--- src/hw/rtl/rls_pkg.sv ---
// Shared types and constants of the reservoir line sampler.
// No dependencies; imported by rls_datapath, rls_ctrl and the top level.
package rls_pkg;

    localparam logic [31:0] LCG_MUL   = 32'd1103515245;
    localparam logic [31:0] LCG_INC   = 32'd12345;
    localparam logic [7:0]  CHAR_LF   = 8'd10;
    localparam logic [7:0]  CHAR_CR   = 8'd13;
    localparam logic [15:0] LINES_MAX = 16'hFFFF;

    localparam int unsigned SEED_W = 32;
    localparam int unsigned MAXC_W = 9;

    // configuration register indexes
    localparam logic CFG_SEED     = 1'b0;
    localparam logic CFG_MAX_COPY = 1'b1;

    localparam logic [SEED_W-1:0] SEED_RESET = 32'd1;
    localparam logic [MAXC_W-1:0] MAXC_RESET = 9'd128;

    // controller -> datapath
    typedef struct packed {
        logic accept;    // input transfer this cycle
        logic gen_step;  // step the generator, start the modulo
        logic report;    // load result register, clear stream state
    } t_cmd;

    // datapath -> controller
    typedef struct packed {
        logic line_end;  // accepted byte closes a non-empty line
        logic is_last;   // accepted byte is the stream's last
        logic div_done;  // final modulo step this cycle
        logic out_free;  // result register can take a new result
    } t_sts;

endpackage

--- src/hw/rtl/rls_div.sv ---
// Restoring remainder unit, one quotient bit per cycle.
// Depends on nothing but its ports; used by rls_datapath.
module rls_div (
    input  logic        i_clk,
    input  logic        i_rst_n,
    input  logic        i_start,
    input  logic [30:0] i_dividend,
    input  logic [15:0] i_divisor,
    output logic        o_done,
    output logic        o_rem_zero
);
    logic [30:0] r_quo;
    logic [15:0] r_rem;
    logic [15:0] r_dvs;
    logic [4:0]  r_cnt;
    logic        r_busy;
    logic [16:0] w_trial;
    logic [15:0] n_rem;

    always_comb begin
        w_trial = {r_rem, r_quo[30]};
        if (w_trial >= {1'b0, r_dvs}) begin
            n_rem = 16'(w_trial - {1'b0, r_dvs});
        end else begin
            n_rem = w_trial[15:0];
        end
    end

    assign o_done     = r_busy && (r_cnt == 5'd0);
    assign o_rem_zero = (n_rem == 16'd0);

    always_ff @(posedge i_clk) begin
        if (!i_rst_n) begin
            r_busy <= 1'b0;
            r_cnt  <= 5'd0;
        end else if (i_start) begin
            r_busy <= 1'b1;
            r_cnt  <= 5'd30;
        end else if (r_busy) begin
            r_cnt <= r_cnt - 5'd1;
            if (r_cnt == 5'd0) begin
                r_busy <= 1'b0;
            end
        end
    end

    always_ff @(posedge i_clk) begin
        if (i_start) begin
            r_quo <= i_dividend;
            r_rem <= 16'd0;
            r_dvs <= i_divisor;
        end else if (r_busy) begin
            r_quo <= {r_quo[29:0], 1'b0};
            r_rem <= n_rem;
        end
    end
endmodule

--- src/hw/rtl/rls_datapath.sv ---
// Datapath: stream state, generator, pick registers, result register.
// Depends on rls_pkg and rls_div.
module rls_datapath #(
    parameter int unsigned OFFSET_BITS = 16
) (
    input  logic                          i_clk,
    input  logic                          i_rst_n,
    input  rls_pkg::t_cmd                 i_cmd,
    output rls_pkg::t_sts                 o_sts,
    input  logic                          i_cfg_we,
    input  logic                          i_cfg_index,
    input  logic [rls_pkg::SEED_W-1:0]    i_cfg_data,
    input  logic [7:0]                    i_data_byte,
    input  logic                          i_last,
    input  logic                          i_out_ready,
    output logic                          o_out_valid,
    output logic                          o_found,
    output logic [15:0]                   o_pick_start,
    output logic [7:0]                    o_pick_length,
    output logic [15:0]                   o_line_count,
    output logic                          o_overflow
);
    import rls_pkg::*;

    localparam int unsigned OB = OFFSET_BITS;
    localparam int unsigned LW = (OB + 1 > 16) ? OB + 1 : 16;
    localparam logic [OB-1:0] OFS_MAX = {OB{1'b1}};

    logic [31:0]       r_gen;
    logic [MAXC_W-1:0] r_max_copy;
    logic [15:0]       r_lines;
    logic [OB-1:0]     r_offset;
    logic [OB-1:0]     r_cur_start;
    logic              r_inside;
    logic [OB-1:0]     r_chosen_start;
    logic [15:0]       r_chosen_len;
    logic [15:0]       r_pend_len;
    logic              r_ovf;
    logic              r_out_valid;

    logic              w_term;
    logic [OB-1:0]     w_start_eff;
    logic [LW-1:0]     w_end;
    logic [15:0]       w_len;
    logic [31:0]       n_gen;
    logic              w_div_done;
    logic              w_rem_zero;
    logic [MAXC_W-1:0] w_lim9;
    logic [7:0]        w_lim8;
    logic [7:0]        w_clip;
    logic [LW-1:0]     w_start_ext;

    assign w_term      = (i_data_byte == CHAR_LF) || (i_data_byte == CHAR_CR);
    assign w_start_eff = (!w_term && !r_inside) ? r_offset : r_cur_start;
    // line end: at the terminator, or one past the last byte
    assign w_end = w_term ? LW'(r_offset) : LW'(r_offset) + LW'(1);
    assign w_len = 16'(w_end - LW'(w_start_eff));
    assign n_gen = (r_gen * LCG_MUL) + LCG_INC;

    assign w_lim9 = (r_max_copy == '0) ? '0 : r_max_copy - MAXC_W'(1);
    assign w_lim8 = (w_lim9 > MAXC_W'(255)) ? 8'hFF : w_lim9[7:0];
    assign w_clip = (r_chosen_len > {8'd0, w_lim8}) ? w_lim8 : r_chosen_len[7:0];
    assign w_start_ext = LW'(r_chosen_start);

    assign o_sts.line_end = w_term ? r_inside : i_last;
    assign o_sts.is_last  = i_last;
    assign o_sts.div_done = w_div_done;
    assign o_sts.out_free = !r_out_valid || i_out_ready;
    assign o_out_valid    = r_out_valid;

    rls_div u_div (
        .i_clk      (i_clk),
        .i_rst_n    (i_rst_n),
        .i_start    (i_cmd.gen_step),
        .i_dividend (n_gen[31:1]),
        .i_divisor  (r_lines),
        .o_done     (w_div_done),
        .o_rem_zero (w_rem_zero)
    );

    // configuration and generator
    always_ff @(posedge i_clk) begin
        if (!i_rst_n) begin
            r_gen      <= SEED_RESET;
            r_max_copy <= MAXC_RESET;
        end else begin
            if (i_cfg_we) begin
                unique case (i_cfg_index)
                    CFG_SEED: begin
                        r_gen <= (i_cfg_data == '0) ? SEED_RESET : i_cfg_data;
                    end
                    CFG_MAX_COPY: begin
                        r_max_copy <= i_cfg_data[MAXC_W-1:0];
                    end
                    default: begin
                    end
                endcase
            end else if (i_cmd.gen_step) begin
                r_gen <= n_gen;
            end
        end
    end

    // stream state
    always_ff @(posedge i_clk) begin
        if (!i_rst_n || i_cmd.report) begin
            r_lines        <= '0;
            r_offset       <= '0;
            r_cur_start    <= '0;
            r_inside       <= 1'b0;
            r_chosen_start <= '0;
            r_chosen_len   <= '0;
            r_pend_len     <= '0;
            r_ovf          <= 1'b0;
        end else if (i_cmd.accept) begin
            if (r_offset == OFS_MAX) begin
                r_ovf <= 1'b1;
            end else begin
                r_offset <= r_offset + OB'(1);
            end
            r_cur_start <= w_start_eff;
            if (o_sts.line_end) begin
                r_inside   <= 1'b0;
                r_pend_len <= w_len;
                if (r_lines != LINES_MAX) begin
                    r_lines <= r_lines + 16'd1;
                end
            end else if (!w_term) begin
                r_inside <= 1'b1;
            end
        end else if (w_div_done && w_rem_zero) begin
            r_chosen_start <= r_cur_start;
            r_chosen_len   <= r_pend_len;
        end
    end

    // result register
    always_ff @(posedge i_clk) begin
        if (!i_rst_n) begin
            r_out_valid <= 1'b0;
        end else if (i_cmd.report) begin
            r_out_valid <= 1'b1;
        end else if (i_out_ready) begin
            r_out_valid <= 1'b0;
        end
    end

    always_ff @(posedge i_clk) begin
        if (i_cmd.report) begin
            o_found      <= (r_lines != 16'd0);
            o_pick_start <= (r_lines != 16'd0) ? w_start_ext[15:0] : 16'd0;
            o_pick_length <= (r_lines != 16'd0) ? w_clip : 8'd0;
            o_line_count <= r_lines;
            o_overflow   <= r_ovf;
        end
    end
endmodule

--- src/hw/rtl/rls_ctrl.sv ---
// Controller state machine: input handshake and sequencing of line ends.
// Depends on rls_pkg.
module rls_ctrl (
    input  logic          i_clk,
    input  logic          i_rst_n,
    input  logic          i_in_valid,
    output logic          o_in_ready,
    input  rls_pkg::t_sts i_sts,
    output rls_pkg::t_cmd o_cmd
);
    import rls_pkg::*;

    typedef enum logic [1:0] {
        S_IDLE,
        S_GEN,
        S_DIV,
        S_RPT
    } t_state;

    t_state r_state, n_state;
    logic   r_in_ready, n_in_ready;
    logic   r_last, n_last;

    assign o_in_ready     = r_in_ready;
    assign o_cmd.accept   = i_in_valid && r_in_ready;
    assign o_cmd.gen_step = (r_state == S_GEN);
    assign o_cmd.report   = (r_state == S_RPT) && i_sts.out_free;

    always_comb begin
        n_state    = r_state;
        n_last     = r_last;
        unique case (r_state)
            S_IDLE: begin
                if (o_cmd.accept) begin
                    n_last = i_sts.is_last;
                    if (i_sts.line_end) begin
                        n_state = S_GEN;
                    end else if (i_sts.is_last) begin
                        n_state = S_RPT;
                    end
                end
            end
            S_GEN: begin
                n_state = S_DIV;
            end
            S_DIV: begin
                if (i_sts.div_done) begin
                    n_state = r_last ? S_RPT : S_IDLE;
                end
            end
            S_RPT: begin
                if (i_sts.out_free) begin
                    n_state = S_IDLE;
                end
            end
            default: begin
                n_state = S_IDLE;
            end
        endcase
        n_in_ready = (n_state == S_IDLE);
    end

    always_ff @(posedge i_clk) begin
        if (!i_rst_n) begin
            r_state    <= S_IDLE;
            r_in_ready <= 1'b1;
            r_last     <= 1'b0;
        end else begin
            r_state    <= n_state;
            r_in_ready <= n_in_ready;
            r_last     <= n_last;
        end
    end
endmodule

--- src/hw/rtl/reservoir_line_sampler.sv ---
// Top level of the reservoir line sampler.
// Depends on rls_pkg, rls_ctrl and rls_datapath (which holds rls_div).
//
// Picks one non-empty line of a byte stream at random (reservoir sampling).
// Input channel: one text byte per transfer (i_data_byte, i_last), valid/ready.
// LF and CR end a line; runs of them are skipped. The last byte also ends
// any open line.
// Output channel: one result per stream, sent after the byte with i_last:
// found, start offset of the pick, its length clipped to max_copy - 1
// (and 255), line count, and the offset saturation flag.
// Config port: i_cfg_we/i_cfg_index/i_cfg_data, index 0 seed (zero loads
// one), index 1 max_copy. Write only while the block is idle.
// Input: ordinary bytes are taken back to back. A byte that closes a line
// is followed by the generator multiply-add and the bit-serial remainder
// of the 31-bit draw by the line count; input is held off meanwhile.
// After the last byte the result register is loaded as soon as it is free,
// and o_out_valid is then set.
// Result register: the next stream's bytes are taken while a result waits;
// a further last byte is taken, but its result waits, with input held off, until the receiver takes the old result.
// Reset: seed 1, max_copy 128, stream state cleared, no result pending.
// The generator runs on across streams.
module reservoir_line_sampler #(
    parameter int unsigned OFFSET_BITS = 16
) (
    input  logic        i_clk,
    input  logic        i_rst_n,
    input  logic        i_cfg_we,
    input  logic        i_cfg_index,
    input  logic [31:0] i_cfg_data,
    input  logic        i_in_valid,
    output logic        o_in_ready,
    input  logic [7:0]  i_data_byte,
    input  logic        i_last,
    output logic        o_out_valid,
    input  logic        i_out_ready,
    output logic        o_found,
    output logic [15:0] o_pick_start,
    output logic [7:0]  o_pick_length,
    output logic [15:0] o_line_count,
    output logic        o_overflow
);
    import rls_pkg::*;

    t_cmd s_cmd;
    t_sts s_sts;

    rls_ctrl u_ctrl (
        .i_clk      (i_clk),
        .i_rst_n    (i_rst_n),
        .i_in_valid (i_in_valid),
        .o_in_ready (o_in_ready),
        .i_sts      (s_sts),
        .o_cmd      (s_cmd)
    );

    rls_datapath #(
        .OFFSET_BITS (OFFSET_BITS)
    ) u_dp (
        .i_clk         (i_clk),
        .i_rst_n       (i_rst_n),
        .i_cmd         (s_cmd),
        .o_sts         (s_sts),
        .i_cfg_we      (i_cfg_we),
        .i_cfg_index   (i_cfg_index),
        .i_cfg_data    (i_cfg_data),
        .i_data_byte   (i_data_byte),
        .i_last        (i_last),
        .i_out_ready   (i_out_ready),
        .o_out_valid   (o_out_valid),
        .o_found       (o_found),
        .o_pick_start  (o_pick_start),
        .o_pick_length (o_pick_length),
        .o_line_count  (o_line_count),
        .o_overflow    (o_overflow)
    );

    // no byte is taken while the generator steps
    a_no_accept_in_gen: assert property (@(posedge i_clk) disable iff (!i_rst_n)
        s_cmd.gen_step |-> !s_cmd.accept)
        else $error("byte accepted during generator step");

    // input is still held off in the final modulo step
    a_div_blocks_input: assert property (@(posedge i_clk) disable iff (!i_rst_n)
        s_sts.div_done |-> !o_in_ready)
        else $error("input ready while modulo runs");

    // a generator step is always followed by a busy input side
    a_gen_then_busy: assert property (@(posedge i_clk) disable iff (!i_rst_n)
        s_cmd.gen_step |=> !o_in_ready)
        else $error("input ready right after generator step");

    // empty text reports a zero pick
    a_empty_zero: assert property (@(posedge i_clk) disable iff (!i_rst_n)
        (o_out_valid && !o_found) |->
            (o_pick_start == 16'd0 && o_pick_length == 8'd0 && o_line_count == 16'd0))
        else $error("non-zero pick for empty text");
endmodule
--- config.mk ---
export PLATFORM = sky130hd
export DESIGN_NAME = reservoir_line_sampler
export DESIGN_NICKNAME = d
export VERILOG_FILES = /design/src/hw/rtl/rls_pkg.sv /design/src/hw/rtl/rls_div.sv /design/src/hw/rtl/rls_datapath.sv /design/src/hw/rtl/rls_ctrl.sv /design/src/hw/rtl/reservoir_line_sampler.sv
export SDC_FILE = /design/constraint.sdc
export NUM_CORES = 1
export LEC_CHECK = 0
export ABC_AREA = 1
export ABC_CLOCK_PERIOD_IN_PS = 9500
export BUFFER_PORTS_ARGS = -buffer_cell sky130_fd_sc_hd__buf_2
export CAP_MARGIN = 20
export CORE_ASPECT_RATIO = 1.75
export CORE_MARGIN = 8
export CORE_UTILIZATION = 55
export DETAILED_ROUTE_END_ITERATION = 12
export PLACE_DENSITY = 0.72
export SYNTH_ARGS = -nofsm -noshare
export SYNTH_HDL_FRONTEND = slang
export SYNTH_SLANG_ARGS = --single-unit
--- constraint.sdc ---
create_clock -name i_clk -period 9.5 [get_ports i_clk]
set_clock_uncertainty 0.2 [all_clocks]
set_input_delay 1.425 -clock i_clk [delete_from_list [all_inputs] [get_ports i_clk]]
set_output_delay 1.425 -clock i_clk [all_outputs]
set_load 0.01 [all_outputs]
# [Word-level counts from Yosys, hierarchy flattened]
# Cells that the tools add are included.
# W data, S select, Z words.
[totals] ff_bits=255
[op_classes] eq_ne=9 n_mul=1 add_sub_neg=8 n_reduce_logical=32 order_cmp=3 mux=29 n_bitwise=3
[ops] cell="$mux W32" n=4
[ops] cell="$mux W31" n=2
[ops] cell="$add A16 B1 Y16 const B" n=3
[ops] cell="$mux W16" n=3
[ops] cell="$add A32 B14 Y32 const B" n=1
[ops] cell="$logic_not A32 Y1" n=1
[ops] cell="$mul A32 B31 Y32 const B" n=1
[ops] cell="$sub A16 B16 Y16" n=2
[ops] cell="$ge A17 B16 Y1" n=1
[ops] cell="$eq A16 B16 Y1 const B" n=1
[ops] cell="$eq A8 B4 Y1 const B" n=2
[ops] cell="$gt A16 B8 Y1" n=1
[ops] cell="$logic_not A16 Y1" n=1
[ops] cell="$mux W8" n=2
[ops] cell="$ne A16 B16 Y1 const B" n=1
[ops] cell="$reduce_and A2 Y1" n=8
[ops] cell="$reduce_bool A16 Y1" n=1
[ops] cell="$mux W2" n=6
[ops] cell="$mux W5" n=2
[ops] cell="$gt A9 B8 Y1 const B" n=1
[ops] cell="$logic_not A9 Y1" n=1
[ops] cell="$mux W9" n=1
[ops] cell="$sub A9 B1 Y9 const B" n=1
[ops] cell="$mux W1" n=8
[ops] cell="other kinds (14)" n=30

# [Depth between registers and ports, before layout]
[logic_depth] depth_word=7 ltp_mapped=29 mapped_depth_nobuf=29

# [Modules after synthesis]
# Synthesis repeated with hierarchy kept, for this count alone.
[hier_totals] hier_cells=2853 hier_area_um2=22766.8
[by_module_without_submodules] module="rls_datapath" area_each_um2=18480.2 instances=1 seq_area_each_um2=4063.9 cells_each=2274
[by_module_without_submodules] module="rls_div" area_each_um2=4068.9 instances=1 seq_area_each_um2=1851.8 cells_each=544
[by_module_without_submodules] module="rls_ctrl" area_each_um2=217.7 instances=1 seq_area_each_um2=80.1 cells_each=35

# [Worst setup path before layout]
# Ideal clock, no wire load.
[synth_path] kind="reg-to-reg" from="register u_dp.r_gen[8]" to="register u_dp.u_div.r_quo[25], data pin" required_ns=9.046 arrival_time_ns=5.930 stages_incl_launch_ff=25 path_slack_ns=3.116 synth_period_minus_slack_ns=6.384 setup_ns=0.254 cell_sequence="dfxtp_1 > ha_1 > clkbuf_1 > xor2_1 > ha_1 > a21oi_1 > fa_1 > fa_1 > inv_1 > fa_1 > fa_1 > fa_1 > inv_1 > fa_1 > inv_1 > ha_1 > a21oi_1 > o21ai_0 > a21oi_1 > nand3_1 > nand3_1 > nand2_1 > or2_2 > nand3_1 > nand2_1"
[synth_between] elab_chain_len=3
[synth_lines] item="from (decl)" line_no="rls_datapath.sv:29" rtl="logic [31:0] r_gen;"
[synth_lines] item="from (signal assigned)" line_no="rls_datapath.sv:90" rtl="r_gen <= (i_cfg_data == '0) ? SEED_RESET : i_cfg_data;"
[synth_lines] item="from (signal assigned)" line_no="rls_datapath.sv:99" rtl="r_gen <= n_gen;"
[synth_lines] item="$mul A32 B31 Y32" line_no="rls_datapath.sv:58" rtl="assign n_gen = (r_gen * LCG_MUL) + LCG_INC;"
[synth_lines] item="$add A32 B14 Y32" line_no="rls_datapath.sv:58"
[synth_lines] item="$mux W31" line_no="rls_div.sv:48" rtl="if (i_start) begin"
[synth_lines] item="to (signal assigned)" line_no="rls_div.sv:49" rtl="r_quo <= i_dividend;"
[synth_lines] item="to (signal assigned)" line_no="rls_div.sv:53" rtl="r_quo <= {r_quo[29:0], 1'b0};"
[synth_lines] item="to (decl)" line_no="rls_div.sv:12" rtl="logic [30:0] r_quo;"
# No other way between the ends.
# A chain may end at the register's enable or synchronous reset.

# [Worst setup path in the final report]
[layout_path] from="register u_dp.r_gen[7]" to="register u_dp.u_div.r_quo[28], data pin"
# The elaborated chain is that of the path after synthesis.

==> results.toml <==
[outcome]
status = "complete, no violations"

[route]
drtAntennaViolNets = 0
viasPerCell = 5.45
drc = 0
vias = 18982
drt-pass1-iter-count = 6
routedWlPerCell_um = 19.4
drt_wl_total_um = 67500
drtIter0Drc = 1340

[synthesis]
synth_warnings = 0
synthArstFlopShare = 0
synth_flop_cell = "dfxtp_1"
ys_seq_elements = 255
synth_area_per_cell_um2 = 7.93
synth-edff-count = 89
synth.net_count = 3335
synth_cell_types = 46
syn-instance-count = 2848
syn_area_mm2 = 0.0226
ys_seq_area_frac = 0.265

[setup_path]
required_ns = 9.60
crit_path_max_fanout = 9
cp-end-kind = "flop"
start_kind = "flop"
crit_path_frequent_cell = "fa_1"
crit_slowest_cell = "dfxtp_1"
max_stage_delay_ns = 0.65
worst-path-buf-inv = 4
path_delay_family = "adder cells"
critPathArrivalTime_ns = 7.98
crit_type = "flop to flop"

[clock_tree]
clk-insertion-delay-late_ns = 0.56
htreeDepth = 1
path_clk_slew_ns = 0.08
cts.repair.resized = 0
clockRootBuffer = "clkbuf_16"
clock-sinks = 255
numCtsBuffers = 26
ctsHoldBuffers = 0
cts_tree = "done"
cts_setup_buffers = 0
clk_path_buf_depth = 3

[floorplan]
fp-row-count = 98
initial_utilization = 0.555
fp.dieArea_mm2 = 0.0481
chipWidth_um = 169
io_pins = 91
die_h_um = 284
coreArea_mm2 = 0.0407

[sta]
clock.fmax_mhz = 127
slew_violations = 0
fin_crit_sh = 0.830
slew_headroom = 0.303
min_period_ns = 7.88
tns_ns = 0
hold_violations = 0
rsz0062_at_grt = "false"
setup_violations = 0
tightest_slew_ns = 1.04

[global_routing]
track_usage = 0.285
antenna_found_initial = 0
overflow = 0
grt_max_degree = 76
grt_first_pass_wirelength_um = 106000
grt_pass1_vias = 20356

[layout]
largest_reg_flops = 32
final_nets = 3401
drive_above_1_share = 0.0603
top_regs = "u_dp.r_gen x32, u_dp.u_div.r_quo x31"
largest_register = "u_dp.r_gen"
final_common_cell = "inv_1"
mostFrequentLayoutCells = "665 x inv_1, 528 x nand2_1, 250 x ha_1"
area_growth_pct = 8.12
diodes = 0

[hold_path]
hp-class = "flop to flop"

[placement]
hpwl_um = 55400
portBuffers = 90
gp_congestion = 1.11

[job]
max-cap-violations = 0
## Yosys cell counts (19+ instances only)
| library cell | instances | area, um2 |
|---|---|---|
| a21oi_1 | 171 | 856 |
| clkbuf_1 | 40 | 150 |
| dfxtp_1 | 166 | 3320 |
| edfxtp_1 | 89 | 2670 |
| fa_1 | 190 | 3800 |
| ha_1 | 250 | 3130 |
| inv_1 | 665 | 2500 |
| nand2_1 | 528 | 1980 |
| nand3_1 | 112 | 561 |
| nand4_1 | 19 | 119 |
| nor2_1 | 215 | 807 |
| nor3_1 | 30 | 150 |
| o211ai_1 | 21 | 158 |
| o21ai_0 | 115 | 576 |
| xnor2_1 | 25 | 219 |
| xor2_1 | 51 | 447 |
## worst reg2reg max path: stages (launching register included)
cell and delay (ns):
dfxtp_1 0.65, ha_1 0.46, xor2_1 0.23, ha_1 0.25, a21oi_1 0.25, fa_1 0.50, fa_1 0.56, inv_1 0.06
fa_1 0.52, fa_1 0.45, fa_1 0.54, inv_1 0.05, fa_1 0.53, inv_1 0.04, ha_1 0.34, nand2_1 0.12
nor2_1 0.14, inv_1 0.06, nor2_1 0.51, nand4_1 0.34, nand3_1 0.27, a21o_1 0.17, nand2_1 0.08, nand2_1 0.07
nand2_1 0.07, nand3_1 0.07, nand2_1 0.06
## path summary, 6_finish.rpt
check | startpoint | endpoint | slack, ns | cells past startpoint
max reg2reg | u_dp.r_gen[7] | u_dp.u_div.r_quo[28] | 1.62 | 26
min | u_dp.r_ovf | u_dp.o_overflow | 0.24 | 0
max | u_dp.r_gen[7] | u_dp.u_div.r_quo[28] | 1.62 | 26
min reg2reg | u_dp.r_ovf | u_dp.o_overflow | 0.24 | 0
## cells by family (layout without fill, tap and decap cells)
logic type / after synthesis / in the layout / synth area share
buf+inv: 736 / 822 / 0.125
simple gates: 964 / 964 / 0.178
mux: 3 / 3 / 0.00133
fa+ha+maj: 440 / 440 / 0.307
compound gates: 374 / 374 / 0.0939
flops: 255 / 255 / 0.265
xor+xnor: 76 / 76 / 0.0295
## layer usage
layer | global-route usage | part of all wire
met1 | 0.265 | 0.33
met3 | 0.0371 | 0.043
met5 | 0 | 0
met4 | 0.241 | 0.098
met2 | 0.536 | 0.53
## cell type report
class	instances	area, um2
Clock inverter	17	166
Sequential cell	255	6000
Timing Repair Buffer	103	552
Clock buffer	31	711
Tap cell	550	688
Fill cell	3742	16300
Inverter	671	2520
Multi-Input combinational cell	1857	13800
## stage by stage
stage	cell area, um2	cells	util	setup WS, ns	hold slack, ns
2_1_floorplan	22600	2848	-	3.12	0.209
3_3_place_gp	23500	3434	0.578	1.85	0.232
3_5_place_dp	23600	3436	0.579	1.86	0.225
4_1_cts	24400	3484	0.600	1.81	0.247
5_1_grt	24400	3484	0.600	1.39	0.264
6_report	24400	3484	0.600	1.62	0.244
Power is not shown: default switching activity piles up to over one toggle a cycle in this logic, so the estimate is an artifact.
